$ cat src/rtl/assert_macros.svh
// ---------------------------------------------------------------------------
// Assertion macros
// Shared concurrent assertion wrappers for the RTL in this folder.
// ---------------------------------------------------------------------------
`ifndef ASSERT_MACROS_SVH
`define ASSERT_MACROS_SVH

// Clocked check, masked while reset is asserted
`define ASSERT_CLK(label, clk, rst_n, prop, msg) \
  label: assert property (@(posedge clk) disable iff (!rst_n) prop) \
    else $error(msg);

// Clocked check that also holds during reset
`define ASSERT_ALWAYS(label, clk, prop, msg) \
  label: assert property (@(posedge clk) prop) else $error(msg);

`endif

$ cat src/rtl/ssba_pkg.sv
// ---------------------------------------------------------------------------
// ssba_pkg
// Types and constants shared by the slot binding allocator modules.
// ---------------------------------------------------------------------------
package ssba_pkg;

  // Field widths
  localparam int ID_W    = 32;
  localparam int TAG_W   = 2;
  localparam int SCORE_W = 8;
  localparam int KIND_W  = 3;
  localparam int SLOT_W  = 5;
  localparam int UNITS_W = 6;

  // Command kinds
  localparam logic [KIND_W-1:0] KIND_ACTIVATE   = 3'd0;
  localparam logic [KIND_W-1:0] KIND_REL_SCOPE  = 3'd1;
  localparam logic [KIND_W-1:0] KIND_REL_ID     = 3'd2;
  localparam logic [KIND_W-1:0] KIND_DECAY      = 3'd3;
  localparam logic [KIND_W-1:0] KIND_CLEAR      = 3'd4;

  // Register map (index = paddr[2])
  localparam logic REG_UNITS = 1'b0;
  localparam logic [UNITS_W-1:0] UNITS_RESET = 6'd16;

  // Score given to a freshly bound slot
  localparam logic [SCORE_W-1:0] FRESH_SCORE = 8'd200;
  // Best-score start value: above any 8-bit score
  localparam logic [SCORE_W:0] NO_SCORE_LIMIT = 9'h100;

  // One slot entry as stored in the table
  typedef struct packed {
    logic [ID_W-1:0]    id;
    logic               pin;
    logic [TAG_W-1:0]   scope;
    logic [SCORE_W-1:0] score;
  } ssba_entry_t;

  localparam int ENTRY_W = $bits(ssba_entry_t);

  // Per-entry evaluation from the shared slot unit
  typedef struct packed {
    logic        id_hit;
    logic        free_lower;
    logic        scope_hit;
    ssba_entry_t upd;
  } ssba_unit_res_t;

endpackage

$ cat src/rtl/scored_slot_binding_allocator_core.sv
// ---------------------------------------------------------------------------
// scored_slot_binding_allocator_core
// Binds resource ids to slots with pin, scope tag and age score per slot.
// ---------------------------------------------------------------------------
// Sequence: idle takes an item; for valid kinds the scan step walks the table one
//   slot per cycle, over n slots for activate and release (n = active units)
//   and over MAX_SLOTS for decay and clear; activate and release id then pass
//   a write-back step, and every item ends in the finish step. One item at a
//   time: in_stall is high outside idle, and finish waits on a stalled result.
// Reset: rst_n (sync, active low) sets units_in_use to 16 and clears all
//   per-slot valid bits, so every slot reads as all zero; no clearing pass.
// ---------------------------------------------------------------------------
`include "assert_macros.svh"

module scored_slot_binding_allocator_core #(
  parameter int MAX_SLOTS = 32
) (
  input  logic        clk,
  input  logic        rst_n,
  // input channel
  input  logic        in_valid,
  output logic        in_stall,
  input  logic [2:0]  in_kind,
  input  logic [31:0] in_resource_id,
  input  logic [1:0]  in_scope_tag,
  // result channel
  output logic        out_valid,
  input  logic        out_stall,
  output logic [4:0]  out_slot,
  output logic        out_slot_valid,
  output logic        out_rebind,
  // configuration port
  input  logic        psel,
  input  logic        penable,
  input  logic        pwrite,
  input  logic [2:0]  paddr,
  input  logic [31:0] pwdata,
  output logic [31:0] prdata,
  output logic        pready
);

  localparam int IDX_W  = (MAX_SLOTS > 1) ? $clog2(MAX_SLOTS) : 1;
  localparam int CNT_W  = $clog2(MAX_SLOTS + 1);
  localparam int SLOT_W = ssba_pkg::SLOT_W;

  // Sequencer states
  localparam logic [1:0] ST_IDLE = 2'd0;
  localparam logic [1:0] ST_SCAN = 2'd1;
  localparam logic [1:0] ST_WB   = 2'd2;
  localparam logic [1:0] ST_FIN  = 2'd3;

  // Control registers
  logic [1:0]                    state_r, state_nxt;
  logic                          out_valid_r, out_valid_nxt;
  logic [ssba_pkg::UNITS_W-1:0]  units_r;
  logic [MAX_SLOTS-1:0]          vld_r;

  // Item and scan registers
  logic [ssba_pkg::KIND_W-1:0]   kind_r, kind_nxt;
  logic [ssba_pkg::ID_W-1:0]     id_r, id_nxt;
  logic [ssba_pkg::TAG_W-1:0]    tag_r, tag_nxt;
  logic [CNT_W-1:0]              cnt_r, cnt_nxt;
  logic                          p_vld_r, p_vld_nxt;
  logic [IDX_W-1:0]              p_idx_r, p_idx_nxt;
  logic                          rd_vld_r, rd_vld_nxt;
  logic                          matched_r, matched_nxt;
  logic                          found_r, found_nxt;
  logic [ssba_pkg::SCORE_W:0]    best_r, best_nxt;
  logic [IDX_W-1:0]              pick_r, pick_nxt;
  ssba_pkg::ssba_entry_t         held_r, held_nxt;

  // Result registers
  logic [SLOT_W-1:0]             slot_r, slot_nxt;
  logic                          slot_valid_r, slot_valid_nxt;
  logic                          rebind_r, rebind_nxt;

  // Table and unit signals
  logic                          ram_we, ram_re;
  logic [IDX_W-1:0]              ram_waddr, rd_idx;
  logic [ssba_pkg::ENTRY_W-1:0]  ram_q;
  ssba_pkg::ssba_entry_t         rd_word, unit_entry;
  ssba_pkg::ssba_unit_res_t      ures;
  logic [CNT_W-1:0]              n_units, last;
  logic                          cfg_wr;

  // Configuration port
  assign pready = 1'b1;
  assign cfg_wr = psel && penable && pwrite && (paddr[2] == ssba_pkg::REG_UNITS);
  assign prdata = (paddr[2] == ssba_pkg::REG_UNITS) ? 32'(units_r) : '0;

  always_ff @(posedge clk) begin
    if (!rst_n) begin
      units_r <= ssba_pkg::UNITS_RESET;
    end else if (cfg_wr) begin
      units_r <= pwdata[ssba_pkg::UNITS_W-1:0];
    end
  end

  // Active slot count, clamped to the table size
  assign n_units = (32'(units_r) > 32'(MAX_SLOTS)) ? CNT_W'(MAX_SLOTS) : CNT_W'(units_r);
  assign last    = (kind_r == ssba_pkg::KIND_DECAY || kind_r == ssba_pkg::KIND_CLEAR) ?
                   CNT_W'(MAX_SLOTS) : n_units;

  // Slot table
  ssba_ram #(
    .WIDTH (ssba_pkg::ENTRY_W),
    .DEPTH (MAX_SLOTS)
  ) u_table (
    .clk   (clk),
    .we    (ram_we),
    .waddr (ram_waddr),
    .wdata (ures.upd),
    .re    (ram_re),
    .raddr (rd_idx),
    .rdata (ram_q)
  );

  // Slots never written read as zero
  assign rd_word    = rd_vld_r ? ssba_pkg::ssba_entry_t'(ram_q) : '0;
  assign unit_entry = (state_r == ST_WB) ? held_r : rd_word;
  assign rd_idx     = cnt_r[IDX_W-1:0];

  ssba_slot_unit u_unit (
    .entry (unit_entry),
    .kind  (kind_r),
    .id    (id_r),
    .tag   (tag_r),
    .best  (best_r),
    .res   (ures)
  );

  // Sequencer
  always_comb begin
    state_nxt      = state_r;
    out_valid_nxt  = out_valid_r;
    kind_nxt       = kind_r;
    id_nxt         = id_r;
    tag_nxt        = tag_r;
    cnt_nxt        = cnt_r;
    p_vld_nxt      = p_vld_r;
    p_idx_nxt      = p_idx_r;
    rd_vld_nxt     = rd_vld_r;
    matched_nxt    = matched_r;
    found_nxt      = found_r;
    best_nxt       = best_r;
    pick_nxt       = pick_r;
    held_nxt       = held_r;
    slot_nxt       = slot_r;
    slot_valid_nxt = slot_valid_r;
    rebind_nxt     = rebind_r;
    ram_we         = 1'b0;
    ram_re         = 1'b0;
    ram_waddr      = p_idx_r;

    // result taken downstream
    if (out_valid_r && !out_stall) begin
      out_valid_nxt = 1'b0;
    end

    case (state_r)
      ST_IDLE: begin
        if (in_valid) begin
          kind_nxt    = in_kind;
          id_nxt      = in_resource_id;
          tag_nxt     = in_scope_tag;
          cnt_nxt     = '0;
          p_vld_nxt   = 1'b0;
          matched_nxt = 1'b0;
          found_nxt   = 1'b0;
          best_nxt    = ssba_pkg::NO_SCORE_LIMIT;
          pick_nxt    = '0;
          state_nxt   = (in_kind > ssba_pkg::KIND_CLEAR) ? ST_FIN : ST_SCAN;
        end
      end

      ST_SCAN: begin
        // issue the next slot read
        if (cnt_r < last) begin
          ram_re     = 1'b1;
          cnt_nxt    = cnt_r + CNT_W'(1);
          p_vld_nxt  = 1'b1;
          p_idx_nxt  = rd_idx;
          rd_vld_nxt = vld_r[rd_idx];
        end else begin
          p_vld_nxt = 1'b0;
        end
        // evaluate the slot read last cycle
        if (p_vld_r) begin
          case (kind_r)
            ssba_pkg::KIND_ACTIVATE: begin
              if (!matched_r) begin
                if (ures.id_hit) begin
                  matched_nxt = 1'b1;
                  pick_nxt    = p_idx_r;
                end else if (ures.free_lower) begin
                  found_nxt = 1'b1;
                  best_nxt  = {1'b0, rd_word.score};
                  pick_nxt  = p_idx_r;
                end
              end
            end
            ssba_pkg::KIND_REL_ID: begin
              if (!matched_r && ures.id_hit) begin
                matched_nxt = 1'b1;
                pick_nxt    = p_idx_r;
                held_nxt    = rd_word;
              end
            end
            ssba_pkg::KIND_REL_SCOPE: begin
              ram_we = ures.scope_hit;
            end
            ssba_pkg::KIND_DECAY,
            ssba_pkg::KIND_CLEAR: begin
              ram_we = 1'b1;
            end
            default: begin
              ram_we = 1'b0;
            end
          endcase
        end
        if (cnt_r == last && !p_vld_r) begin
          state_nxt = (kind_r == ssba_pkg::KIND_ACTIVATE || kind_r == ssba_pkg::KIND_REL_ID) ?
                      ST_WB : ST_FIN;
        end
      end

      ST_WB: begin
        // write back the chosen or released slot
        ram_waddr = pick_r;
        ram_we    = (kind_r == ssba_pkg::KIND_ACTIVATE) ? (matched_r || found_r) : matched_r;
        state_nxt = ST_FIN;
      end

      ST_FIN: begin
        if (!out_valid_r || !out_stall) begin
          out_valid_nxt = 1'b1;
          if (kind_r == ssba_pkg::KIND_ACTIVATE) begin
            slot_valid_nxt = matched_r || found_r;
            rebind_nxt     = matched_r ? (id_r == '0) : found_r;
          end else if (kind_r == ssba_pkg::KIND_REL_ID) begin
            slot_valid_nxt = matched_r;
            rebind_nxt     = 1'b0;
          end else begin
            slot_valid_nxt = 1'b0;
            rebind_nxt     = 1'b0;
          end
          slot_nxt  = slot_valid_nxt ? SLOT_W'(pick_r) : '0;
          state_nxt = ST_IDLE;
        end
      end

      default: begin
        state_nxt = ST_IDLE;
      end
    endcase
  end

  // Control state
  always_ff @(posedge clk) begin
    if (!rst_n) begin
      state_r     <= ST_IDLE;
      out_valid_r <= 1'b0;
      vld_r       <= '0;
    end else begin
      state_r     <= state_nxt;
      out_valid_r <= out_valid_nxt;
      if (ram_we) begin
        vld_r[ram_waddr] <= 1'b1;
      end
    end
  end

  // Payload and scan registers
  always_ff @(posedge clk) begin
    kind_r       <= kind_nxt;
    id_r         <= id_nxt;
    tag_r        <= tag_nxt;
    cnt_r        <= cnt_nxt;
    p_vld_r      <= p_vld_nxt;
    p_idx_r      <= p_idx_nxt;
    rd_vld_r     <= rd_vld_nxt;
    matched_r    <= matched_nxt;
    found_r      <= found_nxt;
    best_r       <= best_nxt;
    pick_r       <= pick_nxt;
    held_r       <= held_nxt;
    slot_r       <= slot_nxt;
    slot_valid_r <= slot_valid_nxt;
    rebind_r     <= rebind_nxt;
  end

  // Ports
  assign in_stall       = (state_r != ST_IDLE);
  assign out_valid      = out_valid_r;
  assign out_slot       = slot_r;
  assign out_slot_valid = slot_valid_r;
  assign out_rebind     = rebind_r;

  // Checks
  `ASSERT_CLK(a_result_from_fin, clk, rst_n,
    $rose(out_valid) |-> $past(state_r) == ST_FIN, "result appeared outside finish step")
  `ASSERT_CLK(a_slot_zero_when_none, clk, rst_n,
    out_valid && !out_slot_valid |-> out_slot == '0, "slot nonzero without a valid slot")
  `ASSERT_CLK(a_rebind_needs_slot, clk, rst_n,
    out_valid && out_rebind |-> out_slot_valid, "rebind flagged without a slot")
  `ASSERT_ALWAYS(a_scan_bound, clk,
    state_r == ST_SCAN |-> cnt_r <= CNT_W'(MAX_SLOTS), "scan counter past table end")

endmodule

$ cat src/rtl/ssba_ram.sv
// ---------------------------------------------------------------------------
// ssba_ram
// Generic one-write, one-read RAM with registered read data.
// ---------------------------------------------------------------------------
module ssba_ram #(
  parameter int WIDTH = 43,
  parameter int DEPTH = 32
) (
  input  logic                                   clk,
  input  logic                                   we,
  input  logic [((DEPTH > 1) ? $clog2(DEPTH) : 1)-1:0] waddr,
  input  logic [WIDTH-1:0]                       wdata,
  input  logic                                   re,
  input  logic [((DEPTH > 1) ? $clog2(DEPTH) : 1)-1:0] raddr,
  output logic [WIDTH-1:0]                       rdata
);

  logic [WIDTH-1:0] mem_r [DEPTH];
  logic [WIDTH-1:0] rdata_r;

  // Write port
  always_ff @(posedge clk) begin
    if (we) begin
      mem_r[waddr] <= wdata;
    end
  end

  // Registered read port
  always_ff @(posedge clk) begin
    if (re) begin
      rdata_r <= mem_r[raddr];
    end
  end

  assign rdata = rdata_r;

endmodule

$ cat src/rtl/ssba_slot_unit.sv
// ---------------------------------------------------------------------------
// ssba_slot_unit
// Shared per-slot compare and update unit, reused on every scan and write-back step.
// ---------------------------------------------------------------------------
module ssba_slot_unit (
  input  ssba_pkg::ssba_entry_t                 entry,
  input  logic [ssba_pkg::KIND_W-1:0]           kind,
  input  logic [ssba_pkg::ID_W-1:0]             id,
  input  logic [ssba_pkg::TAG_W-1:0]            tag,
  input  logic [ssba_pkg::SCORE_W:0]            best,
  output ssba_pkg::ssba_unit_res_t              res
);

  logic [ssba_pkg::SCORE_W-1:0] score_dec;

  // Decrement with floor at zero
  assign score_dec = entry.score - ssba_pkg::SCORE_W'(entry.score != '0);

  always_comb begin
    res.id_hit     = (entry.id == id);
    res.free_lower = !entry.pin && ({1'b0, entry.score} < best);
    res.scope_hit  = entry.pin && (entry.scope == tag);
    res.upd        = entry;
    case (kind)
      ssba_pkg::KIND_ACTIVATE: begin
        res.upd.id    = id;
        res.upd.pin   = 1'b1;
        res.upd.scope = tag;
        res.upd.score = ssba_pkg::FRESH_SCORE;
      end
      ssba_pkg::KIND_REL_SCOPE: begin
        res.upd.pin   = 1'b0;
        res.upd.score = score_dec;
      end
      ssba_pkg::KIND_REL_ID: begin
        res.upd.pin = 1'b0;
      end
      ssba_pkg::KIND_DECAY: begin
        res.upd.score = score_dec;
      end
      ssba_pkg::KIND_CLEAR: begin
        res.upd.id = '0;
      end
      default: begin
        res.upd = entry;
      end
    endcase
  end

endmodule

$ cat config.mk
export PLATFORM = sky130hd
export DESIGN_NAME = scored_slot_binding_allocator_core
export DESIGN_NICKNAME = d
export VERILOG_FILES = /design/src/rtl/ssba_pkg.sv /design/src/rtl/scored_slot_binding_allocator_core.sv /design/src/rtl/ssba_ram.sv /design/src/rtl/ssba_slot_unit.sv
export VERILOG_INCLUDE_DIRS = /design/src /design/src/rtl
export SDC_FILE = /design/constraint.sdc
export NUM_CORES = 2
export LEC_CHECK = 0
export BUFFER_PORTS_ARGS = -buffer_cell sky130_fd_sc_hd__buf_2
export CORE_UTILIZATION = 55
export CTS_CLUSTER_SIZE = 12
export DETAILED_ROUTE_END_ITERATION = 8
export GPL_TIMING_DRIVEN = 0
export PLACE_DENSITY_LB_ADDON = 0.15
export SLEW_MARGIN = 10
export SYNTH_ARGS = -nofsm -noshare
export SYNTH_HDL_FRONTEND = slang
export SYNTH_HIERARCHICAL = 1
export SYNTH_SLANG_ARGS = --single-unit
$ cat constraint.sdc
create_clock -name clk -period 8.1 [get_ports clk]
set_input_delay 1.62 -clock clk [delete_from_list [all_inputs] [get_ports clk]]
set_output_delay 1.62 -clock clk [all_outputs]
set_load 0.03 [all_outputs]
==> impl_metrics.toml <==
[die]
die_width_um = 341
die_h_um = 341
core_area_um2 = 114000
die_area_um2 = 116000
io_pins = 121
initial_utilization = 0.554
num_rows = 124

[global_route]
antenna_found_initial = 4
grt_pass1_wl_um = 238000
grt_pass1_vias = 34561
top_usage_layer = "met2"
use_met2 = 0.458
met3_usage = 0.0422
grt_max_degree = 33
use_met1 = 0.400
overflow = 0
grt_usage = 0.287

[routing]
dr.first_iter.drc_count = 3836
drc_errors = 0
ant_nets = 0
dr.pass1.iters = 6
finalWirelength_um = 166000
vias_per_cell = 6.12
drt-wirelength-per-cell_um = 28.6
vias = 35535

[min_path]
hp-class = "register to register"
hp-start = "vld_r[12]"

[cts]
h-tree-depth = 4
cts_tree = "built"
max-clock-path-buffers = 3
cts_buffers = 161
cts-root-buf = "clkbuf_16"
post_cts_resized = 0
cts_sinks = 1576
clk_pin_slew_ns = 0.06
post_cts_buffers = 0
holdBufCountCts = 0
clk_latency_ns = 0.78

[place]
place.gp.congestion = 0.851
place_inst = 5541
portBuffers = 65
hpwl_um = 115000
placed_area_um2 = 68000

[finish]
stdcell_area_um2 = 72700
regArea_um2 = 46900
fin_cells = 5803
fin_nets = 4292
area_growth_pct = 14.8
fill_cells = 8127
drive_gt1_frac = 0.154
multi_input_area_um2 = 15200
fin_util = 0.637

[sta]
finClkSkew_ns = 0.0232
timing.hold.ws_ns = 0.447
fin_crit_sh = 0.641
min_period_ns = 5.19
relSlewSlack = 0.0130
timing.fmax_mhz = 193
hold_violations = 0
grt_setup_unrepaired = "no"
tightest_slew_ns = 1.48
maxSlewViolCount = 0
finalSetupViolations = 0

[pwr]
power_density_nw_per_um2 = 349
ir_worst_vdd_mv = 0.318
cellLeakagePower_nw = 25.4

[yosys]
synth_cell_types = 62
synth_edf_count = 1535
synth_seq_cells = 1576
syn_inst = 3831
ys.flop_type = "edfxtp_1"
yosys_warnings = 6
avgSynthCellArea_um2 = 16.5
ys_seq_area_frac = 0.741
syn-cell-area_um2 = 63300
async_flop_share = 0

[critical_path]
start_kind = "register"
r2r-start = "rd_vld_r"
end_kind = "register"
arrival_ns = 5.62
path_max_fanout = 32
crit_type = "register to register"
cp.required_ns = 8.53
crit_start = "rd_vld_r"

[run]
maxCapViolCount = 0

[run_status]
status = "finished, final reports clean"
layout make-up:
class | count | share of cell area
antenna | 1 | 0.0000344
buffer | 231 | 0.0211
clock buffer | 208 | 0.0592
clock inverter | 53 | 0.00582
inverter | 34 | 0.00176
multi-input combinational | 2015 | 0.210
sequential | 1576 | 0.645
tap | 1512 | 0.0260
timing repair buffer | 173 | 0.0311
layer usage:
metal	vias up	part of all wire
li1	15577	-
met1	18090	0.42
met2	1590	0.47
met3	278	0.075
met4	0	0.036
met5	-	0
path summary, 6_finish.rpt:
| kind | endpoint | slack [ns] | cells past startpoint |
|---|---|---|---|
| max reg2reg | u_table/mem_r[29][5] | 2.91 | 10 |
| min reg2reg | vld_r[12] | 0.45 | 2 |
| max | u_table/mem_r[29][5] | 2.91 | 10 |
| min | vld_r[12] | 0.45 | 2 |
registers in the layout, indices dropped and copies added, names as in the netlist, 2 cells and up:
| signal | flops |
|---|---|
| u_table/mem_r | 1376 |
| cnt_r | 6 |
| units_r | 6 |
| best_r | 9 |
| kind_r | 3 |
| state_r | 2 |
| p_idx_r | 5 |
| tag_r | 2 |
| id_r | 32 |
| u_table/rdata | 43 |
| held_r | 43 |
| vld_r | 32 |
| out_slot | 5 |
| pick_r | 5 |
layout by cell type, fill, tap and decap left out, types with 9 or more instances in the layout:
master and count:
nor4_1 18, clkbuf_1 99, nor2b_1 12, buf_2 126
nor2_1 38, edfxtp_1 1535, mux2_2 40, nor2_4 34
nand4_1 9, inv_1 33, buf_12 64, clkbuf_16 165
nand3_1 141, buf_6 33, buf_8 44, nor3_1 50
nand2_1 243, xor2_1 36, a22oi_1 129, nand2b_1 41
dfxtp_1 41, a31oi_1 45, mux2i_1 709, o21ai_2 36
a22o_1 86, ha_1 21, clkinv_1 29, conb_1 27
o21ai_0 45, a21oi_1 147, and2_1 48, buf_4 68
critical path, stage by stage (launching register included):
cell and delay [ns]:
edfxtp_1 0.87, clkbuf_1 0.58, nand2_1 0.26, o21ai_0 0.84, or4_4 0.30, nor2_1 0.04, nand2_1 0.12, ha_1 0.19
nand4bb_1 0.20, nor4_1 0.51, mux2i_4 0.91
power breakdown:
group          internal, W  switching [W]  total [W]
clock network      0.00384        0.00295    0.00680
registers           0.0104       0.000212     0.0106
logic              0.00259        0.00536    0.00795
total               0.0169        0.00852     0.0254
Yosys cell counts (41+ instances only):
master,number,area share
a31oi_1,45,0.0044
mux2i_1,710,0.11
buf_4,64,0.0076
o21ai_0,82,0.0065
buf_2,61,0.0048
nand3_1,141,0.011
a22oi_1,129,0.015
nor3_1,51,0.0040
a21oi_1,147,0.012
a22o_1,86,0.012
nand2b_1,41,0.0041
and2_1,49,0.0048
dfxtp_1,41,0.013
nand2_1,243,0.014
clkbuf_1,57,0.0034
edfxtp_1,1535,0.73
nor2_1,71,0.0042
metrics by stage:
stage | total power, W | setup TNS [ns] | worst slack (ns)
3_3_place_gp | 0.0182 | -116.76 | -0.988
4_1_cts | 0.0254 | 0 | 2.89
6_report | 0.0254 | 0 | 2.91
2_1_floorplan | 0.0155 | 0 | 2.36
3_5_place_dp | 0.0186 | 0 | 2.93
5_1_grt | 0.0262 | 0 | 2.69
cells by family after synthesis:
kind of cell,share of synthesized area
DFF,0.741
muxes,0.120
and+or+nand+nor,0.0499
AOI/OAI and AO/OA,0.0531
buffers and inverters,0.0263
xor gates and xnor gates,0.00526
adders and majority gates,0.00415
other,0.000119
No activity file was read; power rests on OpenSTA's default activity.
